`src/hw/rtl/nts_pkg.sv`:
```
// Shared types and constants for the number token scanner.
`default_nettype none

package nts_pkg;

  // Character codes the classifier looks for
  localparam logic [7:0] CHAR_PLUS  = 8'h2B;
  localparam logic [7:0] CHAR_MINUS = 8'h2D;
  localparam logic [7:0] CHAR_DOT   = 8'h2E;
  localparam logic [7:0] CHAR_ZERO  = 8'h30;
  localparam logic [7:0] CHAR_NINE  = 8'h39;
  localparam logic [7:0] CHAR_NUL   = 8'h00;

  // Token kinds reported on token_kind
  localparam logic [1:0] KIND_INT    = 2'd0;
  localparam logic [1:0] KIND_INTDOT = 2'd1;
  localparam logic [1:0] KIND_FRAC   = 2'd2;

  localparam int TOKEN_W = 16;
  localparam int OUT_POS_W = 16;

  typedef enum logic [2:0] {
    CLS_SIGN,
    CLS_DIGIT,
    CLS_DOT,
    CLS_OTHER,
    CLS_NUL
  } char_class_t;

  typedef enum logic [2:0] {
    ST_START,
    ST_SIGN,
    ST_INT,
    ST_DOT,
    ST_FRAC
  } scan_state_t;

  typedef enum logic [2:0] {
    ACT_NONE,
    ACT_MARK,
    ACT_INT,
    ACT_INTDOT,
    ACT_FRAC
  } scan_act_t;

endpackage

`default_nettype wire

```
`src/hw/rtl/number_token_scanner.sv`:
```
// Top level of the number token scanner: input register, classifier, scanner.
`default_nettype none

// Takes one text byte per cycle unless the input stalls and reports numeric
// tokens (optional sign, digits, optional dot and more digits). The byte that
// ends a token sits in the input register and is processed into the result
// register once that register has room. Bytes that end no token give no
// result. The scan state, position and token start are updated together for
// each processed byte, so a new byte is taken every cycle unless stalled; the
// input stalls only while a byte is held and the result register is full and
// stalled. Positions count from reset or the last NUL and saturate at
// 2^POS_WIDTH - 1; the low 16 bits are reported.
module number_token_scanner
  import nts_pkg::*;
#(
  parameter int POS_WIDTH = 16
) (
  input  wire logic                clk,
  input  wire logic                rst,
  input  wire logic                in_valid,
  output logic                     in_stall,
  input  wire logic [7:0]          char_in,
  output logic                     out_valid,
  input  wire logic                out_stall,
  output logic [1:0]               token_kind,
  output logic [OUT_POS_W-1:0]     start_pos,
  output logic [OUT_POS_W-1:0]     end_pos,
  output logic [TOKEN_W-1:0]       token_number
);

  logic         hold_valid;
  logic [7:0]   hold_char;
  logic         take;
  char_class_t  char_class;

  // Stall only when the held byte cannot move on
  assign in_stall = hold_valid && !take;

  // Capture the incoming byte on transfer
  always_ff @(posedge clk) begin
    if (rst) begin
      hold_valid <= 1'b0;
    end else if (!in_stall) begin
      hold_valid <= in_valid;
    end
  end

  always_ff @(posedge clk) begin
    if (!in_stall && in_valid) begin
      hold_char <= char_in;
    end
  end

  nts_classify u_classify (
    .char_in    (hold_char),
    .char_class (char_class)
  );

  nts_scan #(
    .POS_WIDTH (POS_WIDTH)
  ) u_scan (
    .clk          (clk),
    .rst          (rst),
    .item_valid   (hold_valid),
    .char_class   (char_class),
    .take         (take),
    .out_valid    (out_valid),
    .out_stall    (out_stall),
    .token_kind   (token_kind),
    .start_pos    (start_pos),
    .end_pos      (end_pos),
    .token_number (token_number)
  );

endmodule

`default_nettype wire

```
`src/hw/rtl/nts_classify.sv`:
```
// Byte classifier: maps one text byte to its character class.
`default_nettype none

module nts_classify
  import nts_pkg::*;
(
  input  wire logic [7:0]  char_in,
  output char_class_t      char_class
);

  // Pick the class, signs first
  always_comb begin
    priority if (char_in == CHAR_PLUS || char_in == CHAR_MINUS) begin
      char_class = CLS_SIGN;
    end else if (char_in >= CHAR_ZERO && char_in <= CHAR_NINE) begin
      char_class = CLS_DIGIT;
    end else if (char_in == CHAR_DOT) begin
      char_class = CLS_DOT;
    end else if (char_in == CHAR_NUL) begin
      char_class = CLS_NUL;
    end else begin
      char_class = CLS_OTHER;
    end
  end

endmodule

`default_nettype wire

```
`src/hw/rtl/nts_scan.sv`:
```
// Scanner state machine, position tracking and result register.
`default_nettype none

module nts_scan
  import nts_pkg::*;
#(
  parameter int POS_WIDTH = 16
) (
  input  wire logic                  clk,
  input  wire logic                  rst,
  input  wire logic                  item_valid,
  input  char_class_t                char_class,
  output logic                       take,
  output logic                       out_valid,
  input  wire logic                  out_stall,
  output logic [1:0]                 token_kind,
  output logic [OUT_POS_W-1:0]       start_pos,
  output logic [OUT_POS_W-1:0]       end_pos,
  output logic [TOKEN_W-1:0]         token_number
);

  localparam logic [POS_WIDTH-1:0] POS_LIMIT = {POS_WIDTH{1'b1}};
  localparam logic [POS_WIDTH-1:0] POS_ONE   = POS_WIDTH'(1);
  localparam logic [POS_WIDTH-1:0] POS_TWO   = POS_WIDTH'(2);

  scan_state_t            state;
  scan_state_t            state_next;
  scan_act_t              act;
  logic [POS_WIDTH-1:0]   position;
  logic [POS_WIDTH-1:0]   position_next;
  logic [POS_WIDTH-1:0]   token_start;
  logic [POS_WIDTH-1:0]   token_start_next;
  logic [TOKEN_W-1:0]     token_count;
  logic [POS_WIDTH-1:0]   base_start;
  logic [POS_WIDTH-1:0]   back;
  logic [POS_WIDTH-1:0]   end_raw;
  logic [POS_WIDTH-1:0]   end_sel;
  logic [31:0]            start_ext;
  logic [31:0]            end_ext;
  logic                   emit;
  logic                   in_start;
  logic [1:0]             kind;

  // Process the held byte once the result register has room
  assign take = item_valid && (!out_valid || !out_stall);

  // Next state from the transition table; NUL returns to start
  always_comb begin
    unique case (state)
      ST_INT: begin
        unique case (char_class)
          CLS_SIGN:  state_next = ST_SIGN;
          CLS_DIGIT: state_next = ST_INT;
          CLS_DOT:   state_next = ST_DOT;
          default:   state_next = ST_START;
        endcase
      end
      ST_DOT, ST_FRAC: begin
        unique case (char_class)
          CLS_SIGN:  state_next = ST_SIGN;
          CLS_DIGIT: state_next = ST_FRAC;
          default:   state_next = ST_START;
        endcase
      end
      default: begin
        unique case (char_class)
          CLS_SIGN:  state_next = ST_SIGN;
          CLS_DIGIT: state_next = ST_INT;
          default:   state_next = ST_START;
        endcase
      end
    endcase
  end

  // Action for this state and class
  always_comb begin
    unique case (state)
      ST_SIGN:  act = (char_class == CLS_DIGIT) ? ACT_NONE : ACT_MARK;
      ST_INT:   act = (char_class == CLS_DIGIT || char_class == CLS_DOT) ?
                      ACT_NONE : ACT_INT;
      ST_DOT:   act = (char_class == CLS_DIGIT) ? ACT_NONE : ACT_INTDOT;
      ST_FRAC:  act = (char_class == CLS_DIGIT) ? ACT_NONE : ACT_FRAC;
      default:  act = ACT_NONE;
    endcase
  end

  // Token bounds and register updates
  always_comb begin
    in_start = !(state == ST_SIGN || state == ST_INT ||
                 state == ST_DOT || state == ST_FRAC);
    base_start = in_start ? position : token_start;
    emit = (act == ACT_INT) || (act == ACT_INTDOT) || (act == ACT_FRAC);
    back = (act == ACT_INTDOT) ? POS_TWO : POS_ONE;
    end_raw = (position >= back) ? (position - back) : '0;
    end_sel = (end_raw < base_start) ? base_start : end_raw;
    unique case (act)
      ACT_INTDOT: kind = KIND_INTDOT;
      ACT_FRAC:   kind = KIND_FRAC;
      default:    kind = KIND_INT;
    endcase
    start_ext = 32'(base_start);
    end_ext   = 32'(end_sel);

    if (char_class == CLS_NUL) begin
      token_start_next = '0;
      position_next = '0;
    end else begin
      token_start_next = (emit || act == ACT_MARK) ? position : base_start;
      position_next = (position < POS_LIMIT) ? (position + POS_ONE) : position;
    end
  end

  // Advance scan state on each processed byte
  always_ff @(posedge clk) begin
    if (rst) begin
      state       <= ST_START;
      position    <= '0;
      token_start <= '0;
      token_count <= '0;
    end else if (take) begin
      state       <= (char_class == CLS_NUL) ? ST_START : state_next;
      position    <= position_next;
      token_start <= token_start_next;
      if (emit) begin
        token_count <= token_count + TOKEN_W'(1);
      end
    end
  end

  // Hold a result until its transfer, load a new one on emit
  always_ff @(posedge clk) begin
    if (rst) begin
      out_valid <= 1'b0;
    end else if (take && emit) begin
      out_valid <= 1'b1;
    end else if (!out_stall) begin
      out_valid <= 1'b0;
    end
  end

  always_ff @(posedge clk) begin
    if (take && emit) begin
      token_kind   <= kind;
      start_pos    <= start_ext[OUT_POS_W-1:0];
      end_pos      <= end_ext[OUT_POS_W-1:0];
      token_number <= token_count;
    end
  end

endmodule

`default_nettype wire

```
`config.mk`:
```
export PLATFORM = sky130hd
export DESIGN_NAME = number_token_scanner
export DESIGN_NICKNAME = d
export VERILOG_FILES = /design/src/hw/rtl/nts_pkg.sv /design/src/hw/rtl/number_token_scanner.sv /design/src/hw/rtl/nts_classify.sv /design/src/hw/rtl/nts_scan.sv
export SDC_FILE = /design/constraint.sdc
export NUM_CORES = 1
export LEC_CHECK = 0
export CAP_MARGIN = 5
export CELL_PAD_IN_SITES_DETAIL_PLACEMENT = 0
export CELL_PAD_IN_SITES_GLOBAL_PLACEMENT = 1
export CORE_ASPECT_RATIO = 2
export CORE_UTILIZATION = 45
export CTS_CLUSTER_SIZE = 12
export DETAILED_ROUTE_END_ITERATION = 8
export DONT_BUFFER_PORTS = 1
export PLACE_DENSITY = 0.78
export SLEW_MARGIN = 30
export SYNTH_ARGS = -nofsm -noshare
export SYNTH_HDL_FRONTEND = slang
export SYNTH_SLANG_ARGS = --single-unit
```
`constraint.sdc`:
```
create_clock -name clk -period 4.9 [get_ports clk]
set_input_delay 0.49 -clock clk [delete_from_list [all_inputs] [get_ports clk]]
set_output_delay 0.49 -clock clk [all_outputs]
set_load 0.01 [all_outputs]
```
# Yosys cells after proc, flatten, opt, wreduce, memory -nomap -nowiden
# Index checks and enable logic that the tools add are counted.
# W data, S select, Z words.
# word_totals
register_bits	111
in_bits	12
word_cells	83
# classes
addsub	3
n_lt_le_gt_ge	5
n_eq_ne	15
mux	25
reduce_logical	24
# ops
operator	count
$mux W16	7
$add A16 B1 Y16 const B	2
$eq A8 B6 Y1 const B	3
$mux W3	6
$ge A16 B16 Y1	1
$lt A16 B16 Y1	1
$lt A16 B16 Y1 const B	1
$sub A16 B16 Y16	1
$eq A3 B2 Y1 const B	5
$pmux W3 S2	2
$pmux W3 S4	1
$eq A3 B1 Y1 const B	3
$eq A3 B3 Y1 const B	3
$logic_or A1 B1 Y1	9
$ge A8 B6 Y1 const B	1
$le A8 B6 Y1 const B	1
$logic_not A8 Y1	1
$pmux W2 S2	2
$mux W2	3
$pmux W2 S3	1
$logic_and A1 B1 Y1	5
$logic_not A1 Y1	4
$reduce_and A2 Y1	2
$logic_not A3 Y1	1
other kinds (4)	6

# Depth between registers and ports, before layout
# logic_depth
word_depth	15
mapped_depth	18
mapped_depth_nobuf	17

# Modules after synthesis
# Synthesis repeated with hierarchy kept, for this count alone.
# hier_totals
hier_cells	503
hier_area_um2	5427.7
# modules_own_cells
module	instances	cells_each	area_per_inst_um2
nts_scan	1	472	5006.1
number_token_scanner	1	12	290.3
nts_classify	1	19	131.4

# Worst setup path after synthesis
# No wires, ideal clock.
# synth_timing
path_kind	register to register
startpoint	register hold_char[7]
endpoint	register u_scan.end_pos[10] (data pin)
setup_time_ps	260
arrival_ps	4850
t_required_ps	4640
setup_slack_ps	-210
path_stages_with_launch	19
path_buffers	2
period_less_slack_ps	5110
path_cell_list	edfxtp_1 -> nor3b_1 -> nand3_1 -> nand3_1 -> ha_1 -> inv_1 -> fa_1 -> or4_4 -> nor3b_4 -> clkbuf_1 -> nor2_1 -> ha_1 -> a21oi_1 -> o21ai_0 -> a2111oi_0 -> o221ai_2 -> a21oi_4 -> buf_12 -> mux2_4
# synth_between
elab_chain_len	15
word_cells_on_any_way	27
# synth_lines
item	line	source
from (decl)	number_token_scanner.sv:32	logic [7:0] hold_char;
from (signal assigned)	number_token_scanner.sv:50	hold_char <= char_in;
parallel branches: the longest is 4 deep, another holds $ge A8 B6 Y1	n/a	
$mux W3 *	nts_classify.sv:13	priority if (char_in == CHAR_PLUS || char_in == CHAR_MINUS) begin
$eq A3 B1 Y1 / $eq A3 B2 Y1 (equally long branches)	n/a	
$logic_or A1 B1 Y1	nts_scan.sv:79	ST_INT: act = (char_class == CLS_DIGIT || char_class == CLS_DOT) ?
$mux W2	nts_scan.sv:79	
$pmux W3 S4 *	nts_scan.sv:77	unique case (state)
$eq A3 B2 Y1 *	nts_scan.sv:93	back = (act == ACT_INTDOT) ? POS_TWO : POS_ONE;
$mux W2 *	nts_scan.sv:93	
$sub A16 B16 Y16 / $ge A16 B16 Y1 (equally long branches)	nts_scan.sv:94	end_raw = (position >= back) ? (position - back) : '0;
$mux W16 *	nts_scan.sv:94	
$lt A16 B16 Y1	nts_scan.sv:95	end_sel = (end_raw < base_start) ? base_start : end_raw;
$mux W16 *	nts_scan.sv:95	
via u_scan.end_sel[10]	nts_scan.sv:37	logic [POS_WIDTH-1:0] end_sel;
to (signal assigned)	nts_scan.sv:145	end_pos <= end_ext[OUT_POS_W-1:0];
to (decl)	nts_scan.sv:18	output logic [OUT_POS_W-1:0] end_pos,
# Mark *: on every way through the listed nets, which the timed path passes.
# A chain may end at the register's enable or synchronous reset.

# Worst setup path after layout
# layout_timing
startpoint	register hold_char[6]
endpoint	register u_scan.end_pos[15] (data pin)
# The elaborated chain is that of the path after synthesis.

==> summary.md <==
| Metric | Value |
|---|---|
| Post-route setup TNS | `0 ns` |
| Final weighted congestion in routability-driven placement | `0.8650` |
| Required time reported for the critical path endpoint | `5.00 ns` |
| Reg-to-reg endpoint | `u_scan.end_pos[15]$_DFFE_PP_` |
| Post-Place Setup Slack | `0.07892 ns` |
| Max Clock Freq | `212.7 MHz` |
| CP max stage delay | `0.54 ns` |
| Series of cell instances along the critical path | `nor3b_2 -> nand3_2 -> nand3_1 -> ha_1 -> inv_1 -> fa_1 -> or4_4 -> or4_1 -> nor3_2 -> a21o_1 -> ha_1 -> a21oi_1 -> nand2_1 -> a21oi_1 -> o21ai_1 -> a21oi_4 -> buf_12 -> mux2_2` |
| Outcome | `finished, final reports clean` |
| Worst slew slack as a fraction of its limit | `37.77%` |
| CP arrival | `4.80 ns` |
| Multiplexer fraction of the synthesized cell area | `under 10%` |
| Post-detailed-routing wire length | `11030 microns` |
| Final-layout fill cell count | `1025` |
| Portion of total power attributed to sequential cells | `50.4%` |
| Sequential-to-total area share from yosys stat | `53.26%` |
| Final cycle utilization of the critical path | `roughly 96%` |
| Crit. path cell count | `18` |
| Number of buffers between clock root and the deepest sink | `2` |
| Kind of start point of the critical path | `flop` |
| Area Overhead vs Synth | `10.03%` |
| Proportion of layout cells with a drive suffix above 1 | `roughly an eighth` |
| Antenna violation net count after detailed routing | `0` |
| Synth Area in Simple Gates | `15.41%` |
| Count of flip-flops with a built-in enable after synthesis | `58` |
| Worst Max-Slew Pin Slew | `0.9288 ns` |
| Final Max Tran Viols | `0` |
| Max H-tree Level | `3` |
| CP Capture Type | `flop` |
| Detail-routed via count per cell | `5.740` |
| Adder-cell area share of the yosys netlist | `under 10%` |
| Maximum number of pins on one net before global-route repair | `52` |
| Mean Syn Cell Area | `11.13 sq um` |
| Final worst-path setup slack | `0.1981 ns` |
| Max-cap violations | `0` |
| Clock skew | `0.009051 ns` |
| Final setup violating endpoints | `0` |
| CTS tree | `yes` |
| Core area | `about 11000 sq um` |
| Category of cells accounting for the largest share of critical-path delay | `simple AND/OR/NAND/NOR gates` |
| Number of antenna violations at the first check in global routing | `0` |
| Hold Path Stages | `1` |
| Synthesized flop and latch total | `~110` |
| Number of top-level pins | `64` |
| Minimum clock period after layout | `4.702 ns` |
| Number of library cell types mapped by synthesis | `51` |
| First-pass iteration count of the detailed router | `4` |
| Via count of the first global-routing pass | `3674` |
| Switching pwr | `0.4654 mW` |
| Min-Delay Path Class | `in2reg` |
| Switching Fraction | `23.62%` |
| Endpoints failing hold | `0` |
| Worst path buffer plus inverter count | `2` |
| First-pass GRT wire length | `between 15000 and 20000 microns` |
| GRT Overall Usage | `about a fifth` |
| DRT iter0 DRCs | `171` |
| Latest clock arrival within the worst-skew pair | `0.35 ns` |
| Area share of xor/xnor cells in the synthesized design | `around 6.3%` |
| Number of clock sinks seen by CTS | `111` |
| Port Buffers | `0` |
| Synth Flop Type | `sky130_fd_sc_hd__edfxtp_1` |
| Launching element of the worst setup path | `hold_char[6]$_DFFE_PP_` |
| Internal Power | `1.505 mW` |
| Worst reg2reg setup slack | `a little under 0.2 ns` |
| Dominant combinational cell family by area after synthesis | `simple AND/OR/NAND/NOR gates` |
| Cell area power density | `340.3 nW/um^2` |
| Number of buffers inserted during clock tree synthesis | `9` |
| Lkg Pwr | `2.166 nW` |
| Post-detailed-route wirelength per cell | `17.73 microns` |
| CTS root buf | `sky130_fd_sc_hd__clkbuf_16` |
| Total grt overflow | `0` |
| Die Wd | `78.47 microns` |
| Largest area contributor in the netlist | `sky130_fd_sc_hd__edfxtp_1` |
| VDD IR max | `180.4 uV` |
| Residual DRC count | `0` |
| Hold buffer count at cts | `0` |
| Cell with the biggest individual delay on the critical path | `sky130_fd_sc_hd__or4_4` |
| Category of the most critical setup path | `reg2reg` |
| Synth Area in Compound Gates | `8.797%` |
| Cells after synthesis | `473` |
| Top cell type's share of synthesized area | `33.10%` |
| Count of synthesis-stage warnings from yosys | `0` |
| Top cells by count, synth | `58 x sky130_fd_sc_hd__edfxtp_1, 55 x sky130_fd_sc_hd__nor2_1, 53 x sky130_fd_sc_hd__dfxtp_1` |
| Number of nets produced by synthesis | `slightly above 500` |
| Initial core utilization | `46.35%` |
| Async S/R FF share, synth | `0%` |
| Die H | `roughly 150 microns` |
| Fraction of power consumed by combinational cells | `12.8%` |
| Cell area after technology mapping | `roughly 5300 sq um` |
| Synth top area cells | `sky130_fd_sc_hd__edfxtp_1 33%, sky130_fd_sc_hd__dfxtp_1 20%, sky130_fd_sc_hd__ha_1 4.5%` |
| Proportion of power drawn by the clock network | `36.7%` |
| Die area | `12160 sq um` |
| Crit Path Max Fanout | `16` |
| CTS clk-pin slew, worst paths | `0.07 ns` |
| Core Rows | `between 50 and 60` |
| Vias after detailed routing | `3570` |
| Final Net Count | `507` |
| Total half-perimeter wirelength after legalization and detailed placement | `7961 microns` |
| Reg2Reg Launch Point | `hold_char[6]$_DFFE_PP_` |
| Number of cells on the worst reg-to-reg path | `18` |
| Dominant cell by count in the synthesized netlist | `sky130_fd_sc_hd__edfxtp_1` |
| Endpoint of the most critical setup path | `u_scan.end_pos[15]$_DFFE_PP_` |
| Number of inserted diodes | `0` |
per-layer routing:
layer  global-route usage [%]  wire [microns]  vias up
met2                    37.18            6239       94
met3                    3.695             354       27
met5                        0               0        -
li1                         -               -     1722
met4                    9.965             375        0
met1                    18.49            4059     1727
layout make-up:
cell class | instances | area (sq um) | share of cell area, %
Clock buffer | 12 | 267.8 | 4.624
Clock inverter | 4 | 32.53 | 0.5618
Inverter | 24 | 91.34 | 1.577
Multi-Input combinational cell | 314 | 2293 | 39.61
Sequential cell | 111 | 2803 | 48.40
Tap cell | 142 | 177.7 | 3.068
Timing Repair Buffer | 15 | 125.1 | 2.161
power by group through the flow:
| stage | logic [mW] | registers, mW | clock network, mW |
|---|---|---|---|
| floorplan | 0.194 | 1.01 | 0 |
| global placement | 0.237 | 1.01 | 0 |
| detailed placement | 0.243 | 1.01 | 0 |
| CTS | 0.245 | 0.994 | 0.741 |
| global route | 0.275 | 0.995 | 0.771 |
| finish | 0.253 | 0.994 | 0.724 |
placed cells by master (no fill, tap or decap), types with 3 or more instances in the layout:
cell type	count
sky130_fd_sc_hd__or4_1	5
sky130_fd_sc_hd__xor2_1	17
sky130_fd_sc_hd__nand3_1	18
sky130_fd_sc_hd__a22o_1	19
sky130_fd_sc_hd__nor2b_1	5
sky130_fd_sc_hd__buf_4	14
sky130_fd_sc_hd__xnor2_1	20
sky130_fd_sc_hd__nor3_1	13
sky130_fd_sc_hd__inv_1	23
sky130_fd_sc_hd__a31oi_1	6
sky130_fd_sc_hd__ha_1	19
sky130_fd_sc_hd__dfxtp_1	53
sky130_fd_sc_hd__mux2i_1	15
sky130_fd_sc_hd__a21oi_1	13
sky130_fd_sc_hd__inv_6	3
sky130_fd_sc_hd__mux2_4	10
sky130_fd_sc_hd__nor4_1	7
sky130_fd_sc_hd__mux2_2	8
sky130_fd_sc_hd__or3_1	5
sky130_fd_sc_hd__nand4_1	8
sky130_fd_sc_hd__and3_1	9
sky130_fd_sc_hd__clkbuf_16	10
sky130_fd_sc_hd__o21ai_0	6
sky130_fd_sc_hd__and4_1	3
sky130_fd_sc_hd__edfxtp_1	58
sky130_fd_sc_hd__nor2_1	55
sky130_fd_sc_hd__nand2_1	21
through the flow:
step	power [mW]	instances	util, %	area, sq um	hold WS (ns)
finish	1.970	622	51.00	5791	0.2139
global route	2.041	622	51.00	5791	0.2006
CTS	1.979	620	50.62	5748	0.1998
detailed placement	1.258	604	47.98	5448	0.4439
global placement	1.252	604	47.98	5448	0.4544
floorplan	1.208	473	-	5269	0.4292
state kept, by name, summed over array words and instances, names as in the netlist:
| signal | cells |
|---|---|
| hold_char | 8 |
| hold_valid | 1 |
| u_scan.end_pos | 16 |
| u_scan.out_valid | 1 |
| u_scan.position | 16 |
| u_scan.start_pos | 16 |
| u_scan.state | 3 |
| u_scan.token_count | 16 |
| u_scan.token_kind | 2 |
| u_scan.token_number | 16 |
| u_scan.token_start | 16 |
cell families after synthesis:
group                      count (synthesis)
AOI/OAI and AO/OA                         63
xor gates and xnor gates                  38
adders and majority gates                 20
DFF                                      111
and+or+nand+nor                          160
buffers and inverters                     48
muxes                                     33
timing repair:
action | 4_1_cts | 5_1_grt
setup buffers | 0 | 2
resized for setup | 0 | 7
setup endpoints to repair | 0 | 16
how the worst min path moves through the flow:
stage | startpoint | to
after floorplan | u_scan.token_count[15]$_SDFFE_PP0P_ | u_scan.token_number[15]$_DFFE_PP_
after global placement | u_scan.token_count[15]$_SDFFE_PP0P_ | u_scan.token_number[15]$_DFFE_PP_
after detailed placement | u_scan.token_count[15]$_SDFFE_PP0P_ | u_scan.token_number[15]$_DFFE_PP_
after CTS | rst | hold_valid$_SDFFE_PP0N_
after global routing | rst | u_scan.token_count[9]$_SDFFE_PP0P_
final | rst | hold_valid$_SDFFE_PP0N_
(Power assumes the default switching activity.)
